[src/rtl/blocked_array_address_unit_core_macros.svh]
// Assertion helpers shared by the address unit files.
`ifndef BLOCKED_ARRAY_ADDRESS_UNIT_CORE_MACROS_SVH
`define BLOCKED_ARRAY_ADDRESS_UNIT_CORE_MACROS_SVH

// Clocked check, held off while reset is high.
`define BAU_ASSERT(lbl, clk, rst, prop, msg) \
   lbl: assert property (@(posedge clk) disable iff (rst) (prop)) else $error(msg);

// Clocked check that holds through reset as well.
`define BAU_ASSERT_ALWAYS(lbl, clk, prop, msg) \
   lbl: assert property (@(posedge clk) (prop)) else $error(msg);

`endif

[src/rtl/bau_pkg.sv]
package bau_pkg;

   localparam int MAX_DIM    = 4096;
   localparam int MAX_BLOCK  = 256;

   localparam int COORD_W    = 12;
   localparam int DIM_W      = 13;
   localparam int BLOCK_W    = 9;
   localparam int CELL_W     = 16;
   localparam int OFFS_W     = $clog2(MAX_BLOCK);
   localparam int FUNC_W     = 2;
   localparam int STATUS_W   = 2;
   localparam int CSR_ADDR_W = 2;
   localparam int DIV_STEPS  = COORD_W;
   localparam int DIV_CNT_W  = $clog2(DIV_STEPS + 1);

   typedef logic [FUNC_W-1:0]     func_type;
   typedef logic [STATUS_W-1:0]   status_type;
   typedef logic [CSR_ADDR_W-1:0] csr_addr_type;

   localparam func_type FUNC_TRANSLATE = func_type'(0);
   localparam func_type FUNC_NEXT      = func_type'(1);
   localparam func_type FUNC_RESTART   = func_type'(2);

   localparam status_type STATUS_OK    = status_type'(0);
   localparam status_type STATUS_RANGE = status_type'(1);
   localparam status_type STATUS_DONE  = status_type'(2);

   localparam csr_addr_type REG_ARRAY_WIDTH  = csr_addr_type'(0);
   localparam csr_addr_type REG_ARRAY_HEIGHT = csr_addr_type'(1);
   localparam csr_addr_type REG_BLOCK_SIZE   = csr_addr_type'(2);

   // Effective array geometry after clamping
   typedef struct packed {
      logic [DIM_W-1:0]   width;
      logic [DIM_W-1:0]   height;
      logic [BLOCK_W-1:0] bsize;
   } geom_type;

   typedef struct packed {
      logic               done;
      logic [COORD_W-1:0] quotient;
      logic [BLOCK_W-1:0] remainder;
   } div_result_type;

   typedef struct packed {
      logic               done;
      logic               last_on_step;
      logic [COORD_W-1:0] col;
      logic [COORD_W-1:0] row;
      logic [COORD_W-1:0] block_col;
      logic [COORD_W-1:0] block_row;
      logic [CELL_W-1:0]  cell_idx;
   } walk_pos_type;

   typedef struct packed {
      status_type         status;
      logic [COORD_W-1:0] col;
      logic [COORD_W-1:0] row;
      logic [COORD_W-1:0] block_col;
      logic [COORD_W-1:0] block_row;
      logic [CELL_W-1:0]  cell_idx;
      logic               last;
   } result_type;

   // Clamp an array dimension to 1..MAX_DIM
   function automatic logic [DIM_W-1:0] eff_dim(input logic [DIM_W-1:0] v);
      logic [DIM_W-1:0] r;
      r = v;
      if (v == '0) begin
         r = DIM_W'(1);
      end else if (v > DIM_W'(MAX_DIM)) begin
         r = DIM_W'(MAX_DIM);
      end
      return r;
   endfunction

   // Clamp the block side to 1..MAX_BLOCK
   function automatic logic [BLOCK_W-1:0] eff_block(input logic [BLOCK_W-1:0] v);
      logic [BLOCK_W-1:0] r;
      r = v;
      if (v == '0) begin
         r = BLOCK_W'(1);
      end else if (v > BLOCK_W'(MAX_BLOCK)) begin
         r = BLOCK_W'(MAX_BLOCK);
      end
      return r;
   endfunction

endpackage

[src/rtl/bau_divider.sv]
`include "blocked_array_address_unit_core_macros.svh"

// Restoring divider, one quotient bit per cycle.
module bau_divider (
   input  logic                         clock,
   input  logic                         reset,
   input  logic                         start,
   input  logic [bau_pkg::COORD_W-1:0]  dividend,
   input  logic [bau_pkg::BLOCK_W-1:0]  divisor,
   output bau_pkg::div_result_type      result
);

   logic                          busy_ff, busy_in;
   logic                          done_ff, done_in;
   logic [bau_pkg::DIV_CNT_W-1:0] count_ff, count_in;
   logic [bau_pkg::COORD_W-1:0]   quot_ff, quot_in;
   logic [bau_pkg::BLOCK_W-1:0]   rem_ff, rem_in;
   logic [bau_pkg::BLOCK_W:0]     shifted;
   logic [bau_pkg::BLOCK_W:0]     diff;
   logic                          fits;

   // Shift in the next dividend bit and try a subtract
   always_comb begin
      shifted = {rem_ff, quot_ff[bau_pkg::COORD_W-1]};
      diff    = shifted - {1'b0, divisor};
      fits    = shifted >= {1'b0, divisor};
   end

   always_comb begin
      busy_in  = busy_ff;
      done_in  = 1'b0;
      count_in = count_ff;
      quot_in  = quot_ff;
      rem_in   = rem_ff;
      if (start) begin
         busy_in  = 1'b1;
         count_in = bau_pkg::DIV_CNT_W'(bau_pkg::DIV_STEPS);
         quot_in  = dividend;
         rem_in   = '0;
      end else if (busy_ff) begin
         quot_in  = {quot_ff[bau_pkg::COORD_W-2:0], fits};
         rem_in   = fits ? diff[bau_pkg::BLOCK_W-1:0] : shifted[bau_pkg::BLOCK_W-1:0];
         count_in = count_ff - bau_pkg::DIV_CNT_W'(1);
         if (count_ff == bau_pkg::DIV_CNT_W'(1)) begin
            busy_in = 1'b0;
            done_in = 1'b1;
         end
      end
   end

   always_ff @(posedge clock) begin
      if (reset) begin
         busy_ff <= 1'b0;
         done_ff <= 1'b0;
      end else begin
         busy_ff <= busy_in;
         done_ff <= done_in;
      end
      count_ff <= count_in;
      quot_ff  <= quot_in;
      rem_ff   <= rem_in;
   end

   assign result.done      = done_ff;
   assign result.quotient  = quot_ff;
   assign result.remainder = rem_ff;

   `BAU_ASSERT(a_div_no_restart, clock, reset, start |-> !busy_ff, "divider started while busy")
   `BAU_ASSERT(a_div_rem_bound, clock, reset, done_ff |-> (rem_ff < divisor), "remainder not below divisor")

endmodule

[src/rtl/bau_walker.sv]
`include "blocked_array_address_unit_core_macros.svh"

// Walk position in block order: blocks column by column, cells column-major.
module bau_walker (
   input  logic                  clock,
   input  logic                  reset,
   input  logic                  restart,
   input  logic                  step,
   input  bau_pkg::geom_type     geom,
   output bau_pkg::walk_pos_type pos
);

   logic [bau_pkg::COORD_W-1:0] bcol_ff, bcol_in;
   logic [bau_pkg::COORD_W-1:0] brow_ff, brow_in;
   logic [bau_pkg::DIM_W-1:0]   base_col_ff, base_col_in;
   logic [bau_pkg::DIM_W-1:0]   base_row_ff, base_row_in;
   logic [bau_pkg::OFFS_W-1:0]  ic_ff, ic_in;
   logic [bau_pkg::OFFS_W-1:0]  ir_ff, ir_in;
   logic [bau_pkg::CELL_W-1:0]  ic_base_ff, ic_base_in;
   logic [bau_pkg::CELL_W-1:0]  cell_ff, cell_in;
   logic                        done_ff, done_in;

   logic [bau_pkg::BLOCK_W-1:0] ic_nxt, ir_nxt;
   logic                        row_more, col_more, brow_more, bcol_more;

   // Decide where the next cell inside the array lies
   always_comb begin
      ic_nxt    = {1'b0, ic_ff} + bau_pkg::BLOCK_W'(1);
      ir_nxt    = {1'b0, ir_ff} + bau_pkg::BLOCK_W'(1);
      row_more  = (ir_nxt < geom.bsize) &&
                  (({1'b0, base_row_ff} + (bau_pkg::DIM_W+1)'(ir_nxt)) < {1'b0, geom.height});
      col_more  = (ic_nxt < geom.bsize) &&
                  (({1'b0, base_col_ff} + (bau_pkg::DIM_W+1)'(ic_nxt)) < {1'b0, geom.width});
      brow_more = ({1'b0, base_row_ff} + (bau_pkg::DIM_W+1)'(geom.bsize)) < {1'b0, geom.height};
      bcol_more = ({1'b0, base_col_ff} + (bau_pkg::DIM_W+1)'(geom.bsize)) < {1'b0, geom.width};
   end

   always_comb begin
      bcol_in     = bcol_ff;
      brow_in     = brow_ff;
      base_col_in = base_col_ff;
      base_row_in = base_row_ff;
      ic_in       = ic_ff;
      ir_in       = ir_ff;
      ic_base_in  = ic_base_ff;
      cell_in     = cell_ff;
      done_in     = done_ff;
      priority if (restart) begin
         bcol_in     = '0;
         brow_in     = '0;
         base_col_in = '0;
         base_row_in = '0;
         ic_in       = '0;
         ir_in       = '0;
         ic_base_in  = '0;
         cell_in     = '0;
         done_in     = 1'b0;
      end else if (step) begin
         priority if (row_more) begin
            ir_in   = ir_nxt[bau_pkg::OFFS_W-1:0];
            cell_in = cell_ff + bau_pkg::CELL_W'(1);
         end else if (col_more) begin
            ic_in      = ic_nxt[bau_pkg::OFFS_W-1:0];
            ir_in      = '0;
            ic_base_in = ic_base_ff + bau_pkg::CELL_W'(geom.bsize);
            cell_in    = ic_base_ff + bau_pkg::CELL_W'(geom.bsize);
         end else begin
            ic_in      = '0;
            ir_in      = '0;
            ic_base_in = '0;
            cell_in    = '0;
            if (brow_more) begin
               brow_in     = brow_ff + bau_pkg::COORD_W'(1);
               base_row_in = base_row_ff + bau_pkg::DIM_W'(geom.bsize);
            end else begin
               brow_in     = '0;
               base_row_in = '0;
               if (bcol_more) begin
                  bcol_in     = bcol_ff + bau_pkg::COORD_W'(1);
                  base_col_in = base_col_ff + bau_pkg::DIM_W'(geom.bsize);
               end else begin
                  bcol_in     = '0;
                  base_col_in = '0;
                  done_in     = 1'b1;
               end
            end
         end
      end else begin
         done_in = done_ff;
      end
   end

   always_ff @(posedge clock) begin
      if (reset) begin
         bcol_ff     <= '0;
         brow_ff     <= '0;
         base_col_ff <= '0;
         base_row_ff <= '0;
         ic_ff       <= '0;
         ir_ff       <= '0;
         ic_base_ff  <= '0;
         cell_ff     <= '0;
         done_ff     <= 1'b0;
      end else begin
         bcol_ff     <= bcol_in;
         brow_ff     <= brow_in;
         base_col_ff <= base_col_in;
         base_row_ff <= base_row_in;
         ic_ff       <= ic_in;
         ir_ff       <= ir_in;
         ic_base_ff  <= ic_base_in;
         cell_ff     <= cell_in;
         done_ff     <= done_in;
      end
   end

   assign pos.done         = done_ff;
   assign pos.last_on_step = !row_more && !col_more && !brow_more && !bcol_more;
   assign pos.col          = bau_pkg::COORD_W'(base_col_ff + bau_pkg::DIM_W'(ic_ff));
   assign pos.row          = bau_pkg::COORD_W'(base_row_ff + bau_pkg::DIM_W'(ir_ff));
   assign pos.block_col    = bcol_ff;
   assign pos.block_row    = brow_ff;
   assign pos.cell_idx     = cell_ff;

   `BAU_ASSERT(a_walk_inside, clock, reset, !done_ff |-> (((base_col_ff + bau_pkg::DIM_W'(ic_ff)) < geom.width) && ((base_row_ff + bau_pkg::DIM_W'(ir_ff)) < geom.height)), "walk position outside the array")

endmodule

[src/rtl/blocked_array_address_unit_core.sv]
// Address unit for a blocked 2D array. A translate word (tuser 0) maps a
// column and row to block column, block row and the column-major cell index
// inside the block, or reports out-of-range; a next word (tuser 1) emits the
// current walk cell and advances the walk; a restart word (tuser 2) rewinds
// the walk; tuser 3 is dropped with no response. One word is in flight at a
// time. In a translate the column and then the row go through one shared
// bit-serial divider of 12 steps each, followed by a multiply-add state for
// the cell index. Next, restart and an out-of-range translate pass through
// the finish state to the response register; a dropped word leaves the input
// ready. The user must write registers through the csr port only while idle;
// the block does not enforce it. Any write of a known register rewinds the walk.
`include "blocked_array_address_unit_core_macros.svh"

module blocked_array_address_unit_core (
   input  logic        clock,
   input  logic        reset,
   // request channel
   input  logic        req_tvalid,
   output logic        req_tready,
   input  logic [23:0] req_tdata,   // col[11:0], row[23:12]
   input  logic [1:0]  req_tuser,   // func[1:0]
   // response channel
   output logic        rsp_tvalid,
   input  logic        rsp_tready,
   output logic [63:0] rsp_tdata,   // col_out, row_out, block_col, block_row, cell_index
   output logic [1:0]  rsp_tuser,   // status[1:0]
   output logic        rsp_tlast,   // last
   // register write port
   input  logic        csr_we,
   input  logic [bau_pkg::CSR_ADDR_W-1:0] csr_addr,
   input  logic [bau_pkg::DIM_W-1:0]      csr_wdata
);

   typedef enum logic [2:0] {
      ST_IDLE,
      ST_DIV_COL,
      ST_DIV_ROW,
      ST_MAC,
      ST_FINISH
   } state_type;

   state_type state_ff, state_in;

   logic [bau_pkg::DIM_W-1:0]   width_ff, width_in;
   logic [bau_pkg::DIM_W-1:0]   height_ff, height_in;
   logic [bau_pkg::BLOCK_W-1:0] bsize_ff, bsize_in;
   bau_pkg::geom_type           geom;

   bau_pkg::result_type         res_ff, res_in;
   bau_pkg::result_type         rsp_res_ff, rsp_res_in;
   logic                        rsp_valid_ff, rsp_valid_in;
   logic [bau_pkg::COORD_W-1:0] row_hold_ff, row_hold_in;
   logic [bau_pkg::BLOCK_W-1:0] rcol_ff, rcol_in;
   logic [bau_pkg::BLOCK_W-1:0] rrow_ff, rrow_in;

   logic                        accept;
   bau_pkg::func_type           func;
   logic [bau_pkg::COORD_W-1:0] req_col, req_row;
   logic                        in_range;
   logic                        cfg_hit;
   logic                        walk_restart, walk_step;
   logic                        div_start;
   logic [bau_pkg::COORD_W-1:0] div_dividend;
   logic [2*bau_pkg::BLOCK_W-1:0] cell_sum;
   bau_pkg::div_result_type     div_res;
   bau_pkg::walk_pos_type       pos;

   // Unpack the request word
   assign accept     = req_tvalid && req_tready;
   assign req_tready = (state_ff == ST_IDLE);
   assign func       = req_tuser;
   assign req_col    = req_tdata[11:0];
   assign req_row    = req_tdata[23:12];

   // Clamp the programmed geometry
   assign geom.width  = bau_pkg::eff_dim(width_ff);
   assign geom.height = bau_pkg::eff_dim(height_ff);
   assign geom.bsize  = bau_pkg::eff_block(bsize_ff);

   assign in_range = ({1'b0, req_col} < geom.width) && ({1'b0, req_row} < geom.height);

   // Register writes
   always_comb begin
      width_in  = width_ff;
      height_in = height_ff;
      bsize_in  = bsize_ff;
      cfg_hit   = 1'b0;
      if (csr_we) begin
         unique case (csr_addr)
            bau_pkg::REG_ARRAY_WIDTH: begin
               width_in = csr_wdata;
               cfg_hit  = 1'b1;
            end
            bau_pkg::REG_ARRAY_HEIGHT: begin
               height_in = csr_wdata;
               cfg_hit   = 1'b1;
            end
            bau_pkg::REG_BLOCK_SIZE: begin
               bsize_in = csr_wdata[bau_pkg::BLOCK_W-1:0];
               cfg_hit  = 1'b1;
            end
            default: begin
               cfg_hit = 1'b0;
            end
         endcase
      end
   end

   assign walk_restart = cfg_hit || (accept && (func == bau_pkg::FUNC_RESTART));
   assign walk_step    = accept && (func == bau_pkg::FUNC_NEXT) && !pos.done;
   assign div_dividend = (state_ff == ST_IDLE) ? req_col : row_hold_ff;
   assign cell_sum     = ((2*bau_pkg::BLOCK_W)'(geom.bsize) * (2*bau_pkg::BLOCK_W)'(rcol_ff))
                         + (2*bau_pkg::BLOCK_W)'(rrow_ff);

   bau_divider u_divider (
      .clock    (clock),
      .reset    (reset),
      .start    (div_start),
      .dividend (div_dividend),
      .divisor  (geom.bsize),
      .result   (div_res)
   );

   bau_walker u_walker (
      .clock   (clock),
      .reset   (reset),
      .restart (walk_restart),
      .step    (walk_step),
      .geom    (geom),
      .pos     (pos)
   );

   // Sequence one request through to the response register
   always_comb begin
      state_in     = state_ff;
      res_in       = res_ff;
      rsp_res_in   = rsp_res_ff;
      rsp_valid_in = rsp_valid_ff && !rsp_tready;
      row_hold_in  = row_hold_ff;
      rcol_in      = rcol_ff;
      rrow_in      = rrow_ff;
      div_start    = 1'b0;
      unique case (state_ff)
         ST_IDLE: begin
            if (accept) begin
               unique case (func)
                  bau_pkg::FUNC_TRANSLATE: begin
                     res_in = '0;
                     if (in_range) begin
                        res_in.status = bau_pkg::STATUS_OK;
                        res_in.col    = req_col;
                        res_in.row    = req_row;
                        row_hold_in   = req_row;
                        div_start     = 1'b1;
                        state_in      = ST_DIV_COL;
                     end else begin
                        res_in.status = bau_pkg::STATUS_RANGE;
                        state_in      = ST_FINISH;
                     end
                  end
                  bau_pkg::FUNC_NEXT: begin
                     res_in = '0;
                     if (pos.done) begin
                        res_in.status = bau_pkg::STATUS_DONE;
                     end else begin
                        res_in.status    = bau_pkg::STATUS_OK;
                        res_in.col       = pos.col;
                        res_in.row       = pos.row;
                        res_in.block_col = pos.block_col;
                        res_in.block_row = pos.block_row;
                        res_in.cell_idx  = pos.cell_idx;
                        res_in.last      = pos.last_on_step;
                     end
                     state_in = ST_FINISH;
                  end
                  bau_pkg::FUNC_RESTART: begin
                     res_in        = '0;
                     res_in.status = bau_pkg::STATUS_OK;
                     state_in      = ST_FINISH;
                  end
                  default: begin
                     state_in = ST_IDLE;
                  end
               endcase
            end
         end
         ST_DIV_COL: begin
            if (div_res.done) begin
               res_in.block_col = div_res.quotient;
               rcol_in          = div_res.remainder;
               div_start        = 1'b1;
               state_in         = ST_DIV_ROW;
            end
         end
         ST_DIV_ROW: begin
            if (div_res.done) begin
               res_in.block_row = div_res.quotient;
               rrow_in          = div_res.remainder;
               state_in         = ST_MAC;
            end
         end
         ST_MAC: begin
            res_in.cell_idx = cell_sum[bau_pkg::CELL_W-1:0];
            state_in        = ST_FINISH;
         end
         ST_FINISH: begin
            if (!rsp_valid_ff || rsp_tready) begin
               rsp_valid_in = 1'b1;
               rsp_res_in   = res_ff;
               state_in     = ST_IDLE;
            end
         end
         default: begin
            state_in = ST_IDLE;
         end
      endcase
   end

   always_ff @(posedge clock) begin
      if (reset) begin
         state_ff     <= ST_IDLE;
         rsp_valid_ff <= 1'b0;
         width_ff     <= bau_pkg::DIM_W'(1);
         height_ff    <= bau_pkg::DIM_W'(1);
         bsize_ff     <= bau_pkg::BLOCK_W'(1);
      end else begin
         state_ff     <= state_in;
         rsp_valid_ff <= rsp_valid_in;
         width_ff     <= width_in;
         height_ff    <= height_in;
         bsize_ff     <= bsize_in;
      end
      res_ff      <= res_in;
      rsp_res_ff  <= rsp_res_in;
      row_hold_ff <= row_hold_in;
      rcol_ff     <= rcol_in;
      rrow_ff     <= rrow_in;
   end

   // Pack the response word
   assign rsp_tvalid = rsp_valid_ff;
   assign rsp_tdata  = {rsp_res_ff.cell_idx, rsp_res_ff.block_row, rsp_res_ff.block_col,
                        rsp_res_ff.row, rsp_res_ff.col};
   assign rsp_tuser  = rsp_res_ff.status;
   assign rsp_tlast  = rsp_res_ff.last;

   `BAU_ASSERT(a_div_start_state, clock, reset, div_start |-> ((state_ff == ST_IDLE) || (state_ff == ST_DIV_COL)), "divider started outside a translate")
   `BAU_ASSERT(a_div_done_state, clock, reset, div_res.done |-> ((state_ff == ST_DIV_COL) || (state_ff == ST_DIV_ROW)), "divider result with no one waiting")
   `BAU_ASSERT(a_range_clean, clock, reset, ((state_ff == ST_FINISH) && (res_ff.status != bau_pkg::STATUS_OK)) |-> ((res_ff.col == '0) && (res_ff.cell_idx == '0) && !res_ff.last), "error response carries payload")

endmodule
[config.mk]
export PLATFORM = sky130hd
export DESIGN_NAME = blocked_array_address_unit_core
export DESIGN_NICKNAME = d
export VERILOG_FILES = /design/src/rtl/bau_pkg.sv /design/src/rtl/bau_divider.sv /design/src/rtl/bau_walker.sv /design/src/rtl/blocked_array_address_unit_core.sv
export VERILOG_INCLUDE_DIRS = /design/src /design/src/rtl
export SDC_FILE = /design/constraint.sdc
export NUM_CORES = 1
export LEC_CHECK = 0
export ABC_AREA = 1
export BUFFER_PORTS_ARGS = -buffer_cell sky130_fd_sc_hd__buf_2
export CAP_MARGIN = 20
export CORE_AREA = 2 2 308 310
export CTS_BUF_LIST = sky130_fd_sc_hd__clkbuf_2 sky130_fd_sc_hd__clkbuf_4 sky130_fd_sc_hd__clkbuf_8
export DETAILED_ROUTE_END_ITERATION = 16
export DIE_AREA = 0 0 310 312
export GPL_TIMING_DRIVEN = 0
export SYNTH_ARGS = -nofsm -noshare
export SYNTH_HDL_FRONTEND = slang
export SYNTH_HIERARCHICAL = 1
export SYNTH_SLANG_ARGS = --single-unit
[constraint.sdc]
create_clock -name clock -period 7.7 [get_ports clock]
set_input_delay 1.925 -clock clock [delete_from_list [all_inputs] [get_ports clock]]
set_output_delay 1.925 -clock clock [all_outputs]
set_load 0.05 [all_outputs]
# --- Yosys cells after proc, flatten, opt, wreduce, memory -nomap -nowiden ---
# Index checks and enable logic that the tools add are counted.
totals:
  out_inout_bits: 69
  in_bits: 46
  wordCells: 184
  regBits: 329
classes:
  multipliers: 1
  mux: 48
  addsub: 17
  reduce_logical: 51
  eq_ne: 14
  n_lt_le_gt_ge: 12
  bitwise_logic: 5
op_table:
  columns: ["op", "count"]
  rows:
  - ["case mux 67 bit (3 select lines)", 1]
  - ["2-to-1 mux 13 bit", 6]
  - ["2-to-1 mux 12 bit", 6]
  - ["2-to-1 mux 65 bit", 1]
  - ["adder 13 x 9 -> 14 bit", 4]
  - ["< comparator 14 x 13 -> 1 bit", 4]
  - ["case mux 12 bit (2 select lines)", 2]
  - ["2-to-1 mux 41 bit", 1]
  - ["adder 16 x 9 -> 16 bit", 2]
  - ["2-to-1 mux 16 bit", 2]
  - ["case mux 16 bit (2 select lines)", 1]
  - ["2-to-1 mux 9 bit", 3]
  - ["adder 13 x 9 -> 13 bit", 2]
  - ["greater-than comparator 13 bit (second input constant)", 2]
  - ["zero test 13 bit", 2]
  - ["< comparator 12 x 13 -> 1 bit", 2]
  - ["adder 12 x 1 -> 12 bit (second input constant)", 2]
  - ["adder 12 x 8 -> 12 bit", 2]
  - ["2-to-1 mux 24 bit", 1]
  - ["AND reduction 4 bit", 5]
  - ["adder 8 x 1 -> 9 bit (second input constant)", 2]
  - ["< comparator 9 bit", 2]
  - ["adder 16 x 1 -> 16 bit (second input constant)", 1]
  - ["multiplier 9 x 9 -> 16 bit", 1]
  - ["34 further kinds", 91]

# --- Logic depth before layout (Yosys ltp) ---
logic_depth:
  depth_word: 13
  depth_mapped: 30
  depth_no_buf: 30

# --- Cells and area by module ---
# The synthesis kept the hierarchy.
modules_own_cells:
  columns: ["module", "cells_per_inst", "instances", "area_per_inst_um2", "seq_area_each_um2"]
  rows:
  - ["blocked_array_address_unit_core", 1108, 1, 11358.4, 5705.5]
  - ["bau_walker", 1566, 1, 10057.1, 1981.9]
  - ["bau_divider", 237, 1, 1717.9, 660.6]

# --- Least setup slack after synthesis ---
# No wires, ideal clock.
synth_path:
  path_type: "input to register"
  from: "input rsp_tready"
  to: "register rsp_res_ff (netlist bit rsp_tdata[0]), enable pin"
  arrival_ns: 5.240
  setup_slack_ns: 1.945
  n_path_buf: 0
  path_stages: 2
  required_ns: 7.186
  path_cell_list: "inv_1 a21oi_1"
synth_between:
  elab_chain_cells: 2
synth_lines:
  columns: ["item", "line_no", "source"]
  rows:
  - ["from (decl)", "blocked_array_address_unit_core.sv:24", "input logic rsp_tready,"]
  - ["logical OR 1 bit", "blocked_array_address_unit_core.sv:207", "if (!rsp_valid_ff || rsp_tready) begin"]
  - ["AND reduction 2 bit (no line)", null, null]
  - ["to (signal assigned)", "blocked_array_address_unit_core.sv:234", "rsp_res_ff <= rsp_res_in;"]
  - ["to (decl)", "blocked_array_address_unit_core.sv:50", "bau_pkg::result_type rsp_res_ff, rsp_res_in;"]
# No other way between the ends.
# A chain may end at the register's enable or synchronous reset.

==> impl_results.md <==
* Cell-internal power at 3.47 mW
* Fin crit share at 0.916
* Most frequent cell after synthesis: nand2_1
* Share of the synthesized area in the top cell type at 0.228
* Synth area leader: edfxtp_1
* Vias per inst at 4.59
* Finish-stage setup viols at 0
* Final hold slack at 415 ps
* Port Buffers at 114
* Max Fanout on Critical Path at 10
* Design Power at 5.51 mW
* Vias in the first global route at 19.0k
* H-tree levels at 2
* Post-route cell area at 26600 um^2
* Sw power at 2.04 mW
* Setup bufs post-CTS at 0
* Sw Ratio at 0.370
* CTS root buf: clkbuf_8
* DRT antenna net count at 0
* Post-CTS sizing at 0
* Final Slew Violations at 0
* Total CTS buffers at 53
* CTS tree: done
* YS warnings at 6
* Xor and xnor area share after synthesis at 0.0451
* Placed inst area at 25400 um^2
* Synth Cell Area at 23100 um^2
* Seq/Total Area, Yosys at 0.361
* Die W at 310 um
* Initial antenna violation count at 2
* Worst endpoint required time at 8100 ps
* Min cycle time layout at 7060 ps
* Final hold violation count at 0
* Worst Setup End Kind: flop
* Non-Filler Instances at 4389
* Dpl ws at 724 ps
* DRT Pass-1 Iters at 6
* Leak at 12.2 nW
* RSZ-0062 raised after global routing: false
* FFs w/ async S/R, synth at 0
* Fmax at 142 MHz
* CP max-delay cell: inv_1
* Status: finished clean
* Crit start category: flop
* CTS Hold Bufs at 0
* Final WL at 73.8 mm
* Gr usage total at 0.151
* Rel. slew slack at 0.336
* Tightest Pin Transition at 995 ps
* Core area at 93000 um^2
* Clock latency on the worst-skew pair at 680 ps
* Synth area leaders: edfxtp_1, dfxtp_1, ha_1, nand2_1, inv_1
* Post-Syn Nets at 3234
* DP HPWL at 59.3 mm
* Buffer depth of the longest clock path at 3
* Post-synth top flop: edfxtp_1
* Via count at 20.2k
* Max-cap check violation count at 0
* Share of power burned in the clock network at 0.305
* Adder-cell area share of the yosys netlist at 0.170
* Gate power share at 0.302
* Placed Cells incl. Taps at 4286
* Crit path top cell by count: inv_1
* FF+latch count, synth at 329
* Die ar. at 96700 um^2
* Reg power frac at 0.393
* CP arrival at 7450 ps
* CTS clk-pin slew, worst paths at 60 ps
* Compound-Gate Fraction of Synth Area at 0.0953
* Final core occ at 0.286
* Worst VDD drop at 0.000106 V
* First-pass GRT wire length at 112 mm
* Clock Skews at 28.1 ps
* Largest net degree at the start of global routing at 27
* Vert. Die Dim at 312 um
* Final WS setup at 644 ps
* Routed len/inst at 16.8 um
* CTS sink count at 329
* Multiplexer share of the synthesized area at 0
* Iteration-0 DRC Markers at 1896
* Most common library cells after synthesis: nand2_1, inv_1, nor2_1
* Final Wtd Congestion at 0.982
* Synth Instances at 2911
* Initial Util at 0.249
* Post-synthesis simple-gate area fraction at 0.235
* Type of the worst setup path: flop to flop
* Num ports at 115
* Syn avg cell area at 7.95 um^2
* Gr ovfl total at 0
* Final net count at 3411
* PwrDens at 207 nW/um^2
* HP Class: flop to flop
* Share of layout cells above drive strength 1 at 0.104
* TNS Setup at 0 ps
* # DRC at 0
* EDFF count, synth at 176
* Rows at 112
* Worst R2R Setup Slack at 640 ps
* Largest stage delay, worst path at 720 ps
* Synth cell types at 58
* Largest family of logic cells by synthesized area: simple AND/OR/NAND/NOR gates
* Layout area overhead at 15.0%
[logic make-up (layout without fill, tap and decap cells)]
family | Yosys count | in the layout
flip-flops | 329 | 329
AO/OA/AOI/OAI | 375 | 375
other | 0 | 3
AND/OR/NAND/NOR | 1263 | 1263
XOR/XNOR | 119 | 119
buffers and inverters | 548 | 769
adder cells (fa/ha/maj) | 277 | 277
[placed cells by master, fill, tap and decap left out, types with 60 or more instances in the layout]
cell | Yosys | routed
nand2_1 | 666 | 666
o21ai_0 | 123 | 123
nand3_1 | 129 | 129
fa_1 | 62 | 62
ha_1 | 215 | 215
buf_2 | 21 | 135
nand4_1 | 60 | 60
nor2_1 | 307 | 305
edfxtp_1 | 176 | 176
xor2_1 | 96 | 96
a21oi_1 | 163 | 162
inv_1 | 456 | 456
dfxtp_1 | 153 | 153
[layout make-up]
type                       instances  area (um^2)
fill                           10070        66400
multi-input combinational       2034        12600
sequential                       329         8350
inverter                         470         1760
tap                             1254         1570
clock buffer                      68          855
timing repair buffer             122          707
buffer                            78          404
clock inverter                    31          305
antenna                            3         7.51
[registers in the layout, summed over array words and instances (netlist names), 13 cells and up]
register / cells
height_ff: 13
u_walker/base_col_ff: 13
rsp_tdata: 64
u_walker/base_row_ff: 13
res_ff: 67
u_walker/ic_base_ff: 16
width_ff: 13
u_walker/cell_ff: 16
[final timing paths]
kind              depth (start not counted)                      end                     start
setup reg to reg                         30     res_ff[14]$_DFFE_PP_  bsize_ff[5]$_SDFFE_PP0P_
hold / removal                            0  rsp_tdata[38]$_DFFE_PP_      res_ff[19]$_DFFE_PP_
setup / recovery                         30     res_ff[14]$_DFFE_PP_  bsize_ff[5]$_SDFFE_PP0P_
hold reg to reg                           0  rsp_tdata[38]$_DFFE_PP_      res_ff[19]$_DFFE_PP_
[layer usage]
layer | track usage | up-vias | share of wire
met5 | 0 | - | 0
met4 | 0.0551 | 0 | 0.036
met3 | 0.0248 | 144 | 0.078
met2 | 0.230 | 748 | 0.42
met1 | 0.215 | 9459 | 0.46
li1 | - | 9804 | -
[worst max-delay path: cells and delay by family, from the launching register on]
kind	cells	cell delay [ps]
AND/OR/NAND/NOR	10	1570
buffers and inverters	8	1120
AO/OA/AOI/OAI	6	810
flip-flops	1	330
adder cells (fa/ha/maj)	6	2940
[power by group through the flow]
stage          Sequential (mW)  Clock (mW)  Combinational [mW]
6_report                  2.16        1.68                1.66
4_1_cts                   2.16        1.72                1.65
3_5_place_dp              2.20           0                1.64
3_3_place_gp              2.21           0                1.60
2_1_floorplan             2.27           0                1.05
5_1_grt                   2.18        1.79                1.83
(Power assumes the default switching activity.)
